### src/hdl/folrc_pkg.sv
// Package for the flash-or-latch relay controller.
// Holds the timer width, register defaults, register indexes and the mode encoding.
// No dependencies.
package folrc_pkg;

    localparam int TIMER_BITS   = 24;
    localparam int REG_BITS     = 24;
    localparam int CFG_IDX_BITS = 3;
    localparam int MODE_BITS    = 3;

    localparam logic [REG_BITS-1:0] DEBOUNCE_RST = REG_BITS'(10 * 24000);
    localparam logic [REG_BITS-1:0] MIN_ON_RST   = REG_BITS'(200 * 24000);
    localparam logic [REG_BITS-1:0] MIN_OFF_RST  = REG_BITS'(200 * 24000);
    localparam logic [REG_BITS-1:0] LATCH_RST    = REG_BITS'(350 * 24000);

    localparam logic [CFG_IDX_BITS-1:0] CFG_DEBOUNCE = CFG_IDX_BITS'(0);
    localparam logic [CFG_IDX_BITS-1:0] CFG_MIN_ON   = CFG_IDX_BITS'(1);
    localparam logic [CFG_IDX_BITS-1:0] CFG_MIN_OFF  = CFG_IDX_BITS'(2);
    localparam logic [CFG_IDX_BITS-1:0] CFG_LATCH    = CFG_IDX_BITS'(3);

    typedef enum logic [MODE_BITS-1:0] {
        MODE_IDLE       = 3'd0,
        MODE_PRESS      = 3'd1,
        MODE_FLASH      = 3'd2,
        MODE_HOLD       = 3'd3,
        MODE_OFF_WAIT   = 3'd4,
        MODE_LATCHED    = 3'd5,
        MODE_CDEBOUNCE  = 3'd6,
        MODE_CANCELLING = 3'd7
    } t_mode;

    typedef struct packed {
        logic                 relay_on;
        logic [MODE_BITS-1:0] mode;
    } t_result;

endpackage

### src/hdl/folrc_intf.sv
// Handshake channels of the flash-or-latch relay controller.
// Depends on folrc_pkg for the mode field width.
interface folrc_in_if;
    logic valid;
    logic ready;
    logic switch_closed;

    modport source (output valid, output switch_closed, input ready);
    modport sink   (input valid, input switch_closed, output ready);
endinterface

interface folrc_out_if;
    logic                               valid;
    logic                               ready;
    logic                               relay_on;
    logic [folrc_pkg::MODE_BITS-1:0]    mode;

    modport source (output valid, output relay_on, output mode, input ready);
    modport sink   (input valid, input relay_on, input mode, output ready);
endinterface

### src/hdl/flash_or_latch_relay_controller.sv
// Top level of the flash-or-latch relay controller: state machine, two one-shot
// timers, configuration registers and a two-entry result buffer.
// Depends on folrc_pkg and the channel interfaces in folrc_intf.sv.
//
//   channel   direction  beat contents              accepted when
//   i_sw      in         switch_closed              valid && ready
//   o_res     out        relay_on, mode             valid && ready
//   i_cfg_*   in         register index, data       i_cfg_we
//
// Each switch beat updates the state and timer registers at the accepting edge,
// which also registers its result into the o_res entry, or the skid entry if held.
// A new beat is taken every cycle while ready is high; a two-entry result buffer
// lets input go on while one result waits; ready drops only when both are full.
// Reset restores the register defaults, the idle mode and cancelled timers.
module flash_or_latch_relay_controller (
    input  logic                                i_clk,
    input  logic                                i_rst_n,
    folrc_in_if.sink                            i_sw,
    folrc_out_if.source                         o_res,
    input  logic                                i_cfg_we,
    input  logic [folrc_pkg::CFG_IDX_BITS-1:0]  i_cfg_idx,
    input  logic [folrc_pkg::REG_BITS-1:0]      i_cfg_data
);
    import folrc_pkg::*;

    logic [REG_BITS-1:0]   r_debounce, r_min_on, r_min_off, r_latch;

    t_mode                 r_mode, n_mode;
    logic                  r_relay, n_relay;
    logic [TIMER_BITS-1:0] r_press_cnt, r_flash_cnt;
    logic                  r_press_armed, r_flash_armed;

    logic                  press_exp, flash_exp;
    logic                  press_load, flash_load;
    logic                  press_cancel, flash_cancel;
    logic [REG_BITS-1:0]   press_val, flash_val;

    logic                  in_accept, out_pop;
    t_result               n_result;
    t_result               r_out, r_skid;
    logic                  r_out_valid, r_skid_valid;

    assign i_sw.ready = !r_skid_valid;
    assign in_accept  = i_sw.valid && !r_skid_valid;
    assign out_pop    = r_out_valid && o_res.ready;

    // Configuration registers; indexes past the list are dropped.
    always_ff @(posedge i_clk) begin
        if (!i_rst_n) begin
            r_debounce <= DEBOUNCE_RST;
            r_min_on   <= MIN_ON_RST;
            r_min_off  <= MIN_OFF_RST;
            r_latch    <= LATCH_RST;
        end else if (i_cfg_we) begin
            case (i_cfg_idx)
                CFG_DEBOUNCE: r_debounce <= i_cfg_data;
                CFG_MIN_ON:   r_min_on   <= i_cfg_data;
                CFG_MIN_OFF:  r_min_off  <= i_cfg_data;
                CFG_LATCH:    r_latch    <= i_cfg_data;
                default: ;
            endcase
        end
    end

    // Expiry is judged on the counts held before this beat.
    assign press_exp = r_press_armed && (r_press_cnt == '0);
    assign flash_exp = r_flash_armed && (r_flash_cnt == '0);

    always_comb begin
        n_mode       = r_mode;
        n_relay      = r_relay;
        press_load   = 1'b0;
        flash_load   = 1'b0;
        press_cancel = 1'b0;
        flash_cancel = 1'b0;
        press_val    = r_debounce;
        flash_val    = r_min_on;
        unique case (r_mode)
            MODE_IDLE: begin
                n_relay      = 1'b0;
                press_cancel = 1'b1;
                flash_cancel = 1'b1;
                if (i_sw.switch_closed) begin
                    press_load = 1'b1;
                    n_mode     = MODE_PRESS;
                end
            end
            MODE_PRESS: begin
                if (!i_sw.switch_closed) begin
                    n_mode = MODE_IDLE;
                end else if (press_exp) begin
                    n_relay    = 1'b1;
                    press_load = 1'b1;
                    press_val  = r_latch;
                    flash_load = 1'b1;
                    n_mode     = MODE_FLASH;
                end
            end
            MODE_FLASH: begin
                if (!i_sw.switch_closed) begin
                    n_mode = press_exp ? MODE_LATCHED : MODE_HOLD;
                end
            end
            MODE_HOLD: begin
                if (flash_exp) begin
                    n_relay    = 1'b0;
                    flash_load = 1'b1;
                    flash_val  = r_min_off;
                    n_mode     = MODE_OFF_WAIT;
                end
            end
            MODE_OFF_WAIT: begin
                if (flash_exp) begin
                    n_mode = MODE_IDLE;
                end
            end
            MODE_LATCHED: begin
                if (i_sw.switch_closed) begin
                    press_load = 1'b1;
                    n_mode     = MODE_CDEBOUNCE;
                end
            end
            MODE_CDEBOUNCE: begin
                if (!i_sw.switch_closed) begin
                    n_mode = MODE_LATCHED;
                end else if (press_exp) begin
                    n_mode = MODE_CANCELLING;
                end
            end
            MODE_CANCELLING: begin
                if (!i_sw.switch_closed) begin
                    n_mode = MODE_IDLE;
                end
            end
        endcase
        n_result.relay_on = n_relay;
        n_result.mode     = n_mode;
    end

    always_ff @(posedge i_clk) begin
        if (!i_rst_n) begin
            r_mode        <= MODE_IDLE;
            r_relay       <= 1'b0;
            r_press_cnt   <= '0;
            r_press_armed <= 1'b0;
            r_flash_cnt   <= '0;
            r_flash_armed <= 1'b0;
        end else if (in_accept) begin
            r_mode  <= n_mode;
            r_relay <= n_relay;

            if (press_load) begin
                r_press_cnt   <= TIMER_BITS'(press_val);
                r_press_armed <= 1'b1;
            end else if (press_cancel) begin
                r_press_cnt   <= '0;
                r_press_armed <= 1'b0;
            end else if (r_press_armed && r_press_cnt != '0) begin
                r_press_cnt <= r_press_cnt - TIMER_BITS'(1);
            end

            if (flash_load) begin
                r_flash_cnt   <= TIMER_BITS'(flash_val);
                r_flash_armed <= 1'b1;
            end else if (flash_cancel) begin
                r_flash_cnt   <= '0;
                r_flash_armed <= 1'b0;
            end else if (r_flash_armed && r_flash_cnt != '0) begin
                r_flash_cnt <= r_flash_cnt - TIMER_BITS'(1);
            end
        end
    end

    // Result buffer. The skid entry fills only when a beat arrives while the
    // output entry is held; input is refused until it drains.
    always_ff @(posedge i_clk) begin
        if (!i_rst_n) begin
            r_out_valid  <= 1'b0;
            r_skid_valid <= 1'b0;
        end else if (in_accept) begin
            if (!r_out_valid || out_pop) begin
                r_out_valid <= 1'b1;
            end else begin
                r_skid_valid <= 1'b1;
            end
        end else if (out_pop) begin
            r_out_valid  <= r_skid_valid;
            r_skid_valid <= 1'b0;
        end
    end

    always_ff @(posedge i_clk) begin
        if (in_accept) begin
            if (!r_out_valid || out_pop) begin
                r_out <= n_result;
            end else begin
                r_skid <= n_result;
            end
        end else if (out_pop && r_skid_valid) begin
            r_out <= r_skid;
        end
    end

    assign o_res.valid    = r_out_valid;
    assign o_res.relay_on = r_out.relay_on;
    assign o_res.mode     = r_out.mode;

endmodule
### src/flat_wrapper.sv
// flat-port wrapper written by rule: the top's interface ports become plain ports
module flash_or_latch_relay_controller_flat import folrc_pkg::*;
  (i_clk, i_rst_n, i_cfg_we, i_cfg_idx, i_cfg_data, i_sw_valid, i_sw_switch_closed, i_sw_ready, o_res_valid, o_res_relay_on, o_res_mode, o_res_ready);
  folrc_in_if i_sw_i ();
  folrc_out_if o_res_i ();
  input  logic i_clk;
  input  logic i_rst_n;
  input  logic i_cfg_we;
  input  logic [folrc_pkg::CFG_IDX_BITS-1:0] i_cfg_idx;
  input  logic [folrc_pkg::REG_BITS-1:0] i_cfg_data;
  input wire logic [$bits(i_sw_i.valid)-1:0] i_sw_valid;
  input wire logic [$bits(i_sw_i.switch_closed)-1:0] i_sw_switch_closed;
  output wire logic [$bits(i_sw_i.ready)-1:0] i_sw_ready;
  output wire logic [$bits(o_res_i.valid)-1:0] o_res_valid;
  output wire logic [$bits(o_res_i.relay_on)-1:0] o_res_relay_on;
  output wire logic [$bits(o_res_i.mode)-1:0] o_res_mode;
  input wire logic [$bits(o_res_i.ready)-1:0] o_res_ready;
  assign i_sw_i.valid = i_sw_valid;
  assign i_sw_i.switch_closed = i_sw_switch_closed;
  assign i_sw_ready = i_sw_i.ready;
  assign o_res_valid = o_res_i.valid;
  assign o_res_relay_on = o_res_i.relay_on;
  assign o_res_mode = o_res_i.mode;
  assign o_res_i.ready = o_res_ready;
  flash_or_latch_relay_controller u_core (.i_clk(i_clk), .i_rst_n(i_rst_n), .i_sw(i_sw_i), .o_res(o_res_i), .i_cfg_we(i_cfg_we), .i_cfg_idx(i_cfg_idx), .i_cfg_data(i_cfg_data));
endmodule
### config.mk
export PLATFORM = sky130hd
export DESIGN_NAME = flash_or_latch_relay_controller_flat
export DESIGN_NICKNAME = d
export VERILOG_FILES = /design/src/hdl/folrc_pkg.sv /design/src/hdl/folrc_intf.sv /design/src/hdl/flash_or_latch_relay_controller.sv /design/src/flat_wrapper.sv
export SDC_FILE = /design/constraint.sdc
export NUM_CORES = 1
export LEC_CHECK = 0
export BUFFER_PORTS_ARGS = -buffer_cell sky130_fd_sc_hd__buf_2
export CORE_AREA = 2 2 230 119
export DETAILED_ROUTE_END_ITERATION = 8
export DIE_AREA = 0 0 232 121
export PLACE_DENSITY = 0.51
export SLEW_MARGIN = 20
export SYNTH_ARGS = -nofsm -noshare
export SYNTH_HDL_FRONTEND = slang
export SYNTH_SLANG_ARGS = --single-unit
### constraint.sdc
create_clock -name i_clk -period 2.54 [get_ports i_clk]
set_input_delay 0.127 -clock i_clk [delete_from_list [all_inputs] [get_ports i_clk]]
set_output_delay 0.127 -clock i_clk [all_outputs]
set_load 0.01 [all_outputs]
# [Yosys cells after proc, flatten, opt, wreduce, memory -nomap -nowiden]
# Index checks and enable logic that the tools add are counted.
[word_totals] register_bits=160 latchBits=0 mem_bits_rw=0 mem_bits_ro=0 in_bits=33 out_inout_bits=6 word_cells=112 memories=0
[op_classes] n_addsub=2 multipliers=0 n_div=0 order_cmp=0 n_eq_ne=12 shift=0 muxes=46 bitwise_logic=1 n_reduce_logical=35
[op_table] op="2-to-1 mux 24 bit" count=11
[op_table] op="zero test 24 bit" count=2
[op_table] op="nonzero test 24 bit" count=2
[op_table] op="subtractor 24 x 1 -> 24 bit (second input constant)" count=2
[op_table] op="2-to-1 mux 3 bit" count=11
[op_table] op="case mux 3 bit (8 select lines)" count=1
[op_table] op="AND reduction 2 bit" count=12
[op_table] op="2-to-1 mux 1 bit" count=17
[op_table] op="equality test 3 x 2 -> 1 bit (second input constant)" count=4
[op_table] op="equality test 3 bit (second input constant)" count=4
[op_table] op="2-to-1 mux 4 bit" count=3
[op_table] op="nonzero test 2 bit" count=4
[op_table] op="logical AND 1 bit" count=7
[op_table] op="equality test 3 x 1 -> 1 bit (second input constant)" count=2
[op_table] op="zero test 3 bit" count=2
[op_table] op="nonzero test 3 bit" count=2
[op_table] op="!= test 2 bit (second input constant)" count=2
[op_table] op="case mux 1 bit (2 select lines)" count=2
[op_table] op="case mux 1 bit (3 select lines)" count=1
[op_table] op="zero test 1 bit" count=2
[op_table] op="OR reduction 2 bit" count=1
[op_table] op="logical OR 1 bit" count=1
[op_table] op="NOT 1 bit" count=1

# [Logic depth before layout (Yosys ltp)]
# Gate-level depths: netlist of run 1.
[logic_depth] depth_word=7 depth_mapped=10 ltp_nobuf=8

# [Worst setup path before layout of run 1]
# No wires, ideal clock.
[synth_timing] path_type="register -> register" start="register u_core.r_flash_cnt[15]" end="register u_core.r_flash_cnt[17]" setup_time_ps=116 arrival_ps=2267 required_time_ps=2424 slack_ps=157 path_stages_with_launch=8 path_buffers=1 period_less_slack_ps=2383 cell_sequence="dfxtp_1 or4_4 or4_4 o21ai_4 a311o_1 buf_4 a21oi_1 a31o_1"
[synth_via] elab_chain_len=6 elab_cells_between_ends=14 classes_between="add/sub: 1; mux: 7; reduce/logical: 6"
[synth_rtl] item="start: declaration" line_no="flash_or_latch_relay_controller.sv:30" text="logic [TIMER_BITS-1:0] r_press_cnt, r_flash_cnt;"
[synth_rtl] item="start signal: assignment" line_no="flash_or_latch_relay_controller.sv:163" text="r_flash_cnt <= TIMER_BITS'(flash_val);"
[synth_rtl] item="start signal: assignment" line_no="flash_or_latch_relay_controller.sv:169" text="r_flash_cnt <= r_flash_cnt - TIMER_BITS'(1);"
[synth_rtl] item="parallel branches: the longest is 6 deep, another holds subtractor 24 x 1 -> 24 bit"
# Parallel ways; which one is timed is not known. The select of a mux whose other input is x is not followed.
# A chain may end at the register's enable or synchronous reset.

# [Worst setup path after layout of run 1]
# Ends and elaborated chain as after synthesis.

==> results of run 1 <==
## cell usage in the layout (no fill, tap or decap), types with 20 or more instances in the layout
master         count
buf_2             38
dlygate4sd3_1     25
dfxtp_1          152
a21oi_1          104
nand2_1          239
nor2_1            52
nand3_1           43
nor3_1            20
buf_4             86
o21ai_0           29
## logic make-up (layout without fill, tap and decap cells)
group                      Yosys count  in the layout  share of synthesized area [%]
muxes                                2              2                          0.276
AOI/OAI and AO/OA                  283            283                           24.6
and+or+nand+nor                    439            439                           26.4
buffers and inverters               84            203                           4.36
adders and majority gates            4              4                          0.650
DFF                                160            160                           42.7
xor gates and xnor gates             9              9                           1.02
## synth_stat cells (6+ instances only)
master / instances / share of area, %
or4_1: 6 / 0.59
nor2_1: 53 / 2.6
buf_2: 10 / 0.65
or2_2: 7 / 0.57
o22ai_1: 13 / 1.1
a221oi_1: 13 / 1.5
edfxtp_1: 8 / 3.1
nor4_1: 13 / 1.1
nand2_1: 239 / 12
dfxtp_1: 152 / 40
and3_1: 6 / 0.49
clkbuf_1: 59 / 2.9
nand4_1: 7 / 0.57
a22oi_1: 13 / 1.3
o21ai_0: 29 / 1.9
or3_1: 9 / 0.73
a22o_1: 10 / 1.1
a21oi_1: 104 / 6.8
o31ai_1: 10 / 0.98
o21a_1: 7 / 0.68
inv_1: 12 / 0.59
nand3_1: 43 / 2.8
nor3_1: 23 / 1.5
o32ai_1: 12 / 1.4
a211oi_1: 20 / 2.0
## state kept, by name, indices dropped and copies added, names as in the netlist, 3 cells and up
signal and count:
u_core.r_debounce 24, u_core.r_flash_cnt 24, u_core.r_latch 24, u_core.r_min_off 24, u_core.r_min_on 24, u_core.r_press_cnt 24, u_core.r_skid 4, u_core.o_res.mode 3
u_core.r_mode 3
## metrics by stage
| step | power (mW) | setup WS, ps | instances | hold WS, ps |
|---|---|---|---|---|
| final | 7.49 | 96.2 | 1452 | 37.0 |
| after global routing | 7.82 | -10.2 | 1452 | 51.0 |
| after CTS | 7.43 | 39.8 | 1451 | 21.2 |
| after detailed placement | 4.86 | 19.6 | 1394 | 349 |
| after global placement | 4.86 | 59.6 | 1394 | 334 |
| after floorplan | 3.99 | 157 | 981 | 227 |
## repair_timing
action                                 in CTS  in global routing
setup endpoints to repair                   1                 31
resized for setup                           0                 12
buffers inserted                            0                  1
endpoints found under the hold margin      88                  0
hold buffers                               25                  0
pin swaps                                   1                  3
## where the power goes
| part | total [mW] | internal [mW] | switching (mW) |
|---|---|---|---|
| registers | 2.80 | 2.67 | 0.137 |
| logic | 2.14 | 0.884 | 1.26 |
| clock network | 2.55 | 1.42 | 1.13 |
| total | 7.49 | 4.97 | 2.52 |
## final cells by class
| cell class | count | area (um2) | area share [%] |
|---|---|---|---|
| clock buffers | 22 | 505 | 5.16 |
| clock inverters | 10 | 75.1 | 0.767 |
| inverters | 12 | 45.0 | 0.460 |
| multi-input cells | 737 | 4160 | 42.5 |
| flip-flops and latches | 160 | 3280 | 33.5 |
| well taps | 352 | 440 | 4.50 |
| repair buffers | 159 | 1290 | 13.1 |
## worst reg2reg max path: stages (launching register included)
cell     delay (ps)
dfxtp_1         310
or4_4           570
or4_4           580
o21ai_4         190
a311o_1         240
buf_12          180
a21oi_1          60
a31o_1          200
## metal layers
metal,up-vias,GRT usage [%],share of wire (%)
met4,0,4.17,0.91
li1,3781,-,-
met1,3751,33.8,56
met5,-,0,0
met2,278,24.7,35
met3,22,5.76,7.9
## worst min-delay path by stage
stage,start,to,slack (ps),cells past startpoint
floorplan,o_res_ready,u_core.r_skid_valid,230,1
global placement,o_res_ready,u_core.r_skid_valid,330,2
detailed placement,o_res_ready,u_core.r_skid_valid,350,2
CTS,i_sw_valid,u_core.r_skid_valid,20,3
global route,i_rst_n,u_core.o_res.valid,50,3
finish,i_sw_valid,u_core.r_skid_valid,40,3
==> flow_summary.yaml, run 1 <==
worst_setup_path:
  path_cells: "or4_4 > or4_4 > o21ai_4 > a311o_1 > buf_12 > a21oi_1 > a31o_1"
  crit_type: "flop to flop"
  regToRegStartpoint: "u_core.r_flash_cnt[15]"
  rr_endpoint: "u_core.r_flash_cnt[17]"
  critPathTopFamily: "simple AND/OR/NAND/NOR gates"
  endpoint_kind: "flop"
  critPathMostFrequentCell: "or4_4"
  cp-start-kind: "flop"
  arrival_ps: 2780
  critPathSlowestCell: "or4_4"
  cp.required_ps: 2870
  r2r_cells: 7
  max_stage_delay_ps: 580
  crit_fanout: 20
  r2r_setup_slack_ps: 100
  cp-endpoint: "u_core.r_flash_cnt[17]"
  crit_cells: 7
  crit_buf_inv: 1
  startpoint: "u_core.r_flash_cnt[15]"
die:
  die_h_um: 121
  die_area_um2: 28100
  io_pins: 39
  dieWidth_um: 232
  initial_core_util_pct: 29.6
  coreArea_um2: 26000
  num_rows: 42
global_routing:
  grt_max_degree: 68
  grt_pass1_wl_um: 43000
  overflow: 0
  grt_pass1_vias: 7099
  grt_usage_pct: 20.4
  grt_antenna_before_repair: 0
sta:
  final.min_clock_period_ps: 2440
  skew_ps: 11.3
  max_freq_mhz: 409
  slew_viol_final: 0
  fin_setup_tns_ps: 0
  hold_viol_final: 0
  worst_pin_slew_ps: 1060
  max_slew_margin_pct: 29.5
  setup_viol: 0
  period_share_pct: 96.2
layout:
  final_core_util_pct: 37.6
  drive_above_1_share_pct: 18.4
  fin_nets: 1124
  final_area_um2: 9790
  fillers: 2706
  areaGrowthSynthToFinish_pct: 27.3
  num_antenna_cells: 0
route:
  wl_um: 28000
  drc_errors: 0
  first_iter_violations: 812
  avgRoutedWirePerCell_um: 19.3
  drtPass1Iterations: 4
  vias: 7832
  drtAntennaViolNets: 0
  via_per_inst: 5.39
clock_network:
  h-tree-depth: 4
  cts_root_buffer: "clkbuf_16"
  insertion_delay_ps: 440
  cts_buffers: 17
  clkSlewWorstSetupHoldPaths_ps: 60
  clkSinkCount: 160
  cts_tree: "done"
  clk_path_buf_depth: 2
synthesis:
  yosysSeqAreaShare_pct: 42.7
  syn_nets: 1018
  async_flop_share_pct: 0
  yosysUniqueCellTypes: 69
  synth-seq-cells: 160
  synth_flop_cell: "dfxtp_1"
  yosys_warnings: 0
  syn_avg_cell_area_um2: 7.84
  netlist_area_um2: 7690
  synth_enable_flop_cells: 8
  synthCells: 981
run:
  maxCapViolations: 0
place:
  placed_cell_area_um2: 8900
  dp_hpwl_um: 20300
  io_buffers: 38
  place_congestion: 0.994
run_status:
  status: "finished, final reports clean"
power_and_ir_drop:
  powerDensity_nw_per_um2: 765
  vdd_drop_max_mv: 0.430
  power.leakage_nw: 3.71
hold_path:
  hold_path_class: "primary input to flop"
(Power assumes the default switching activity.)
==> inputs of run 2 (changes only) <==
--- a/config.mk
+++ b/config.mk
@@ -6,10 +6,10 @@
 export NUM_CORES = 1
 export LEC_CHECK = 0
 export BUFFER_PORTS_ARGS = -buffer_cell sky130_fd_sc_hd__buf_2
-export CORE_AREA = 2 2 230 119
+export CORE_AREA = 2 2 188 98
 export DETAILED_ROUTE_END_ITERATION = 8
-export DIE_AREA = 0 0 232 121
-export PLACE_DENSITY = 0.51
+export DIE_AREA = 0 0 190 100
+export PLACE_DENSITY = 0.68
 export SLEW_MARGIN = 20
 export SYNTH_ARGS = -nofsm -noshare
 export SYNTH_HDL_FRONTEND = slang
==> flow_summary.yaml, run 2 (synthesis gave the netlist of run 1 again) <==
sta:
  rsz0062_at_grt: "true"
  skew_ps: 14.0
  setup_viol: 0
  slew_viol_final: 0
  final.min_clock_period_ps: 2450
  max_freq_mhz: 407
  worst_pin_slew_ps: 1100
  max_slew_margin_pct: 26.2
  hold_viol_final: 0
  period_share_pct: 96.6
layout:
  final_common_cell: "nand2_1"
  multiInputGateArea_um2: 4170
  areaGrowthSynthToFinish_pct: 24.2
  fin_nets: 1113
  final_core_util_pct: 54.2
  register_area_um2: 3280
  drive_above_1_share_pct: 18.0
  fillers: 1645
  num_antenna_cells: 0
  mostFrequentLayoutCells: "nand2_1 (239), dfxtp_1 (152), a21oi_1 (104)"
worst_setup_path:
  r2r_setup_slack_ps: 90
  critPathSlowestCell: "or4_4"
  max_stage_delay_ps: 570
  cp.required_ps: 2850
  regToRegStartpoint: "u_core.r_flash_cnt[15]"
  critPathTopFamily: "simple AND/OR/NAND/NOR gates"
  critPathMostFrequentCell: "or4_4"
  arrival_ps: 2770
  r2r_cells: 7
  path_cells: "or4_4 > or4_4 > o21ai_4 > a311o_2 > buf_12 > a21oi_1 > a31o_1"
  cp-start-kind: "flop"
  endpoint_kind: "flop"
  rr_endpoint: "u_core.r_flash_cnt[17]"
  crit_fanout: 9
  crit_buf_inv: 1
  crit_type: "flop to flop"
route:
  wl_um: 26400
  vias: 7989
  first_iter_violations: 902
  drtPass1Iterations: 5
  drc_errors: 0
  avgRoutedWirePerCell_um: 19.9
  drtAntennaViolNets: 0
  via_per_inst: 6.02
clock_network:
  h-tree-depth: 4
  insertion_delay_ps: 420
  cts_root_buffer: "clkbuf_16"
  clkSinkCount: 160
  cts_tree: "done"
  cts_buffers: 17
  clk_path_buf_depth: 2
  clkSlewWorstSetupHoldPaths_ps: 70
run:
  maxCapViolations: 0
global_routing:
  grt_max_degree: 62
  overflow: 0
  grt_usage_pct: 27.7
  grt_pass1_vias: 7013
  grt_antenna_before_repair: 0
  grt_pass1_wl_um: 40500
die:
  dieWidth_um: 190
  initial_core_util_pct: 43.6
  die_h_um: 100
  die_area_um2: 19000
  coreArea_um2: 17600
  io_pins: 39
  num_rows: 35
place:
  place_congestion: 1.02
  dp_hpwl_um: 18200
  io_buffers: 38
hold_path:
  min_from: "i_cfg_data[16]"
  min_to: "u_core.r_latch[16]"
  whs_path_depth: 3
  hold_path_class: "primary input to flop"
run_status:
  status: "finished, final reports clean"
power_and_ir_drop:
  vdd_drop_max_mv: 0.560
  powerDensity_nw_per_um2: 775
  power.leakage_nw: 3.65
  power.total_mw: 7.40
==> run 2: cell count changes in the layout (fill, tap and decap cells not counted), sizes merged <==
cell | previous run | this run
dlygate4sd3 | 25 | 21
clkinv | 6 | 5
buf | 134 | 126
clkinvlp | 2 | 1
bufinv | 0 | 2
inv | 14 | 15
clkbuf | 22 | 20
==> run 2: layout make-up <==
class                      count  area share, %
clock inverter                11           1.36
multi-input combinational    737           43.6
timing repair buffer         148           12.4
tap                          240           3.14
inverter                      12          0.471
sequential                   160           34.4
clock buffer                  19           4.63
==> run 2: worst max path at each step <==
stage,slack [ps],depth (start not counted),start,endpoint
floorplan,160,7,u_core.r_flash_cnt[15],u_core.r_flash_cnt[17]
global placement,120,9,u_core.r_press_cnt[0],u_core.r_press_cnt[6]
detailed placement,70,7,u_core.r_flash_cnt[15],u_core.r_flash_cnt[17]
CTS,40,7,u_core.r_flash_cnt[15],u_core.r_flash_cnt[17]
global route,-80,7,u_core.r_flash_cnt[15],u_core.o_res.mode[1]
finish,90,7,u_core.r_flash_cnt[15],u_core.r_flash_cnt[17]
==> run 2: what timing repair did <==
action / 4_1_cts / 5_1_grt
gates resized for setup: 0 / 19
hold buffers: 21 / 0
buffers inserted: 0 / 3
endpoints found under the setup margin: 0 / 36
endpoints found under the hold margin: 53 / 0
==> run 2: per-layer routing <==
layer	part of all wire, %	track usage [%]
met3	13	10.4
met4	0.71	5.01
met2	38	35.7
met5	0	0
met1	48	42.8
==> run 2: per-stage QoR <==
stage               setup WS (ps)  TNS, ps  area [um2]  hold WS (ps)  instances
finish                       85.4        0        9560          25.0       1327
global route                -76.4     -141        9560          19.1       1327
CTS                          35.3        0        9430          8.43       1323
detailed placement           73.9        0        8650           343       1272
global placement              116        0        8650           341       1272
floorplan                     157        0        7690           227        981
==> run 2: worst register-to-register path: stages, from the launching register on <==
cell,delay [ps]
dfxtp_1,310
or4_4,570
or4_4,490
o21ai_4,210
a311o_2,330
buf_12,180
a21oi_1,60
a31o_1,210
==> run 2: power breakdown <==
part | total [mW] | switching (mW) | internal (mW)
clock | 2.56 | 1.09 | 1.47
combinational | 2.04 | 1.19 | 0.842
sequential | 2.81 | 0.140 | 2.67
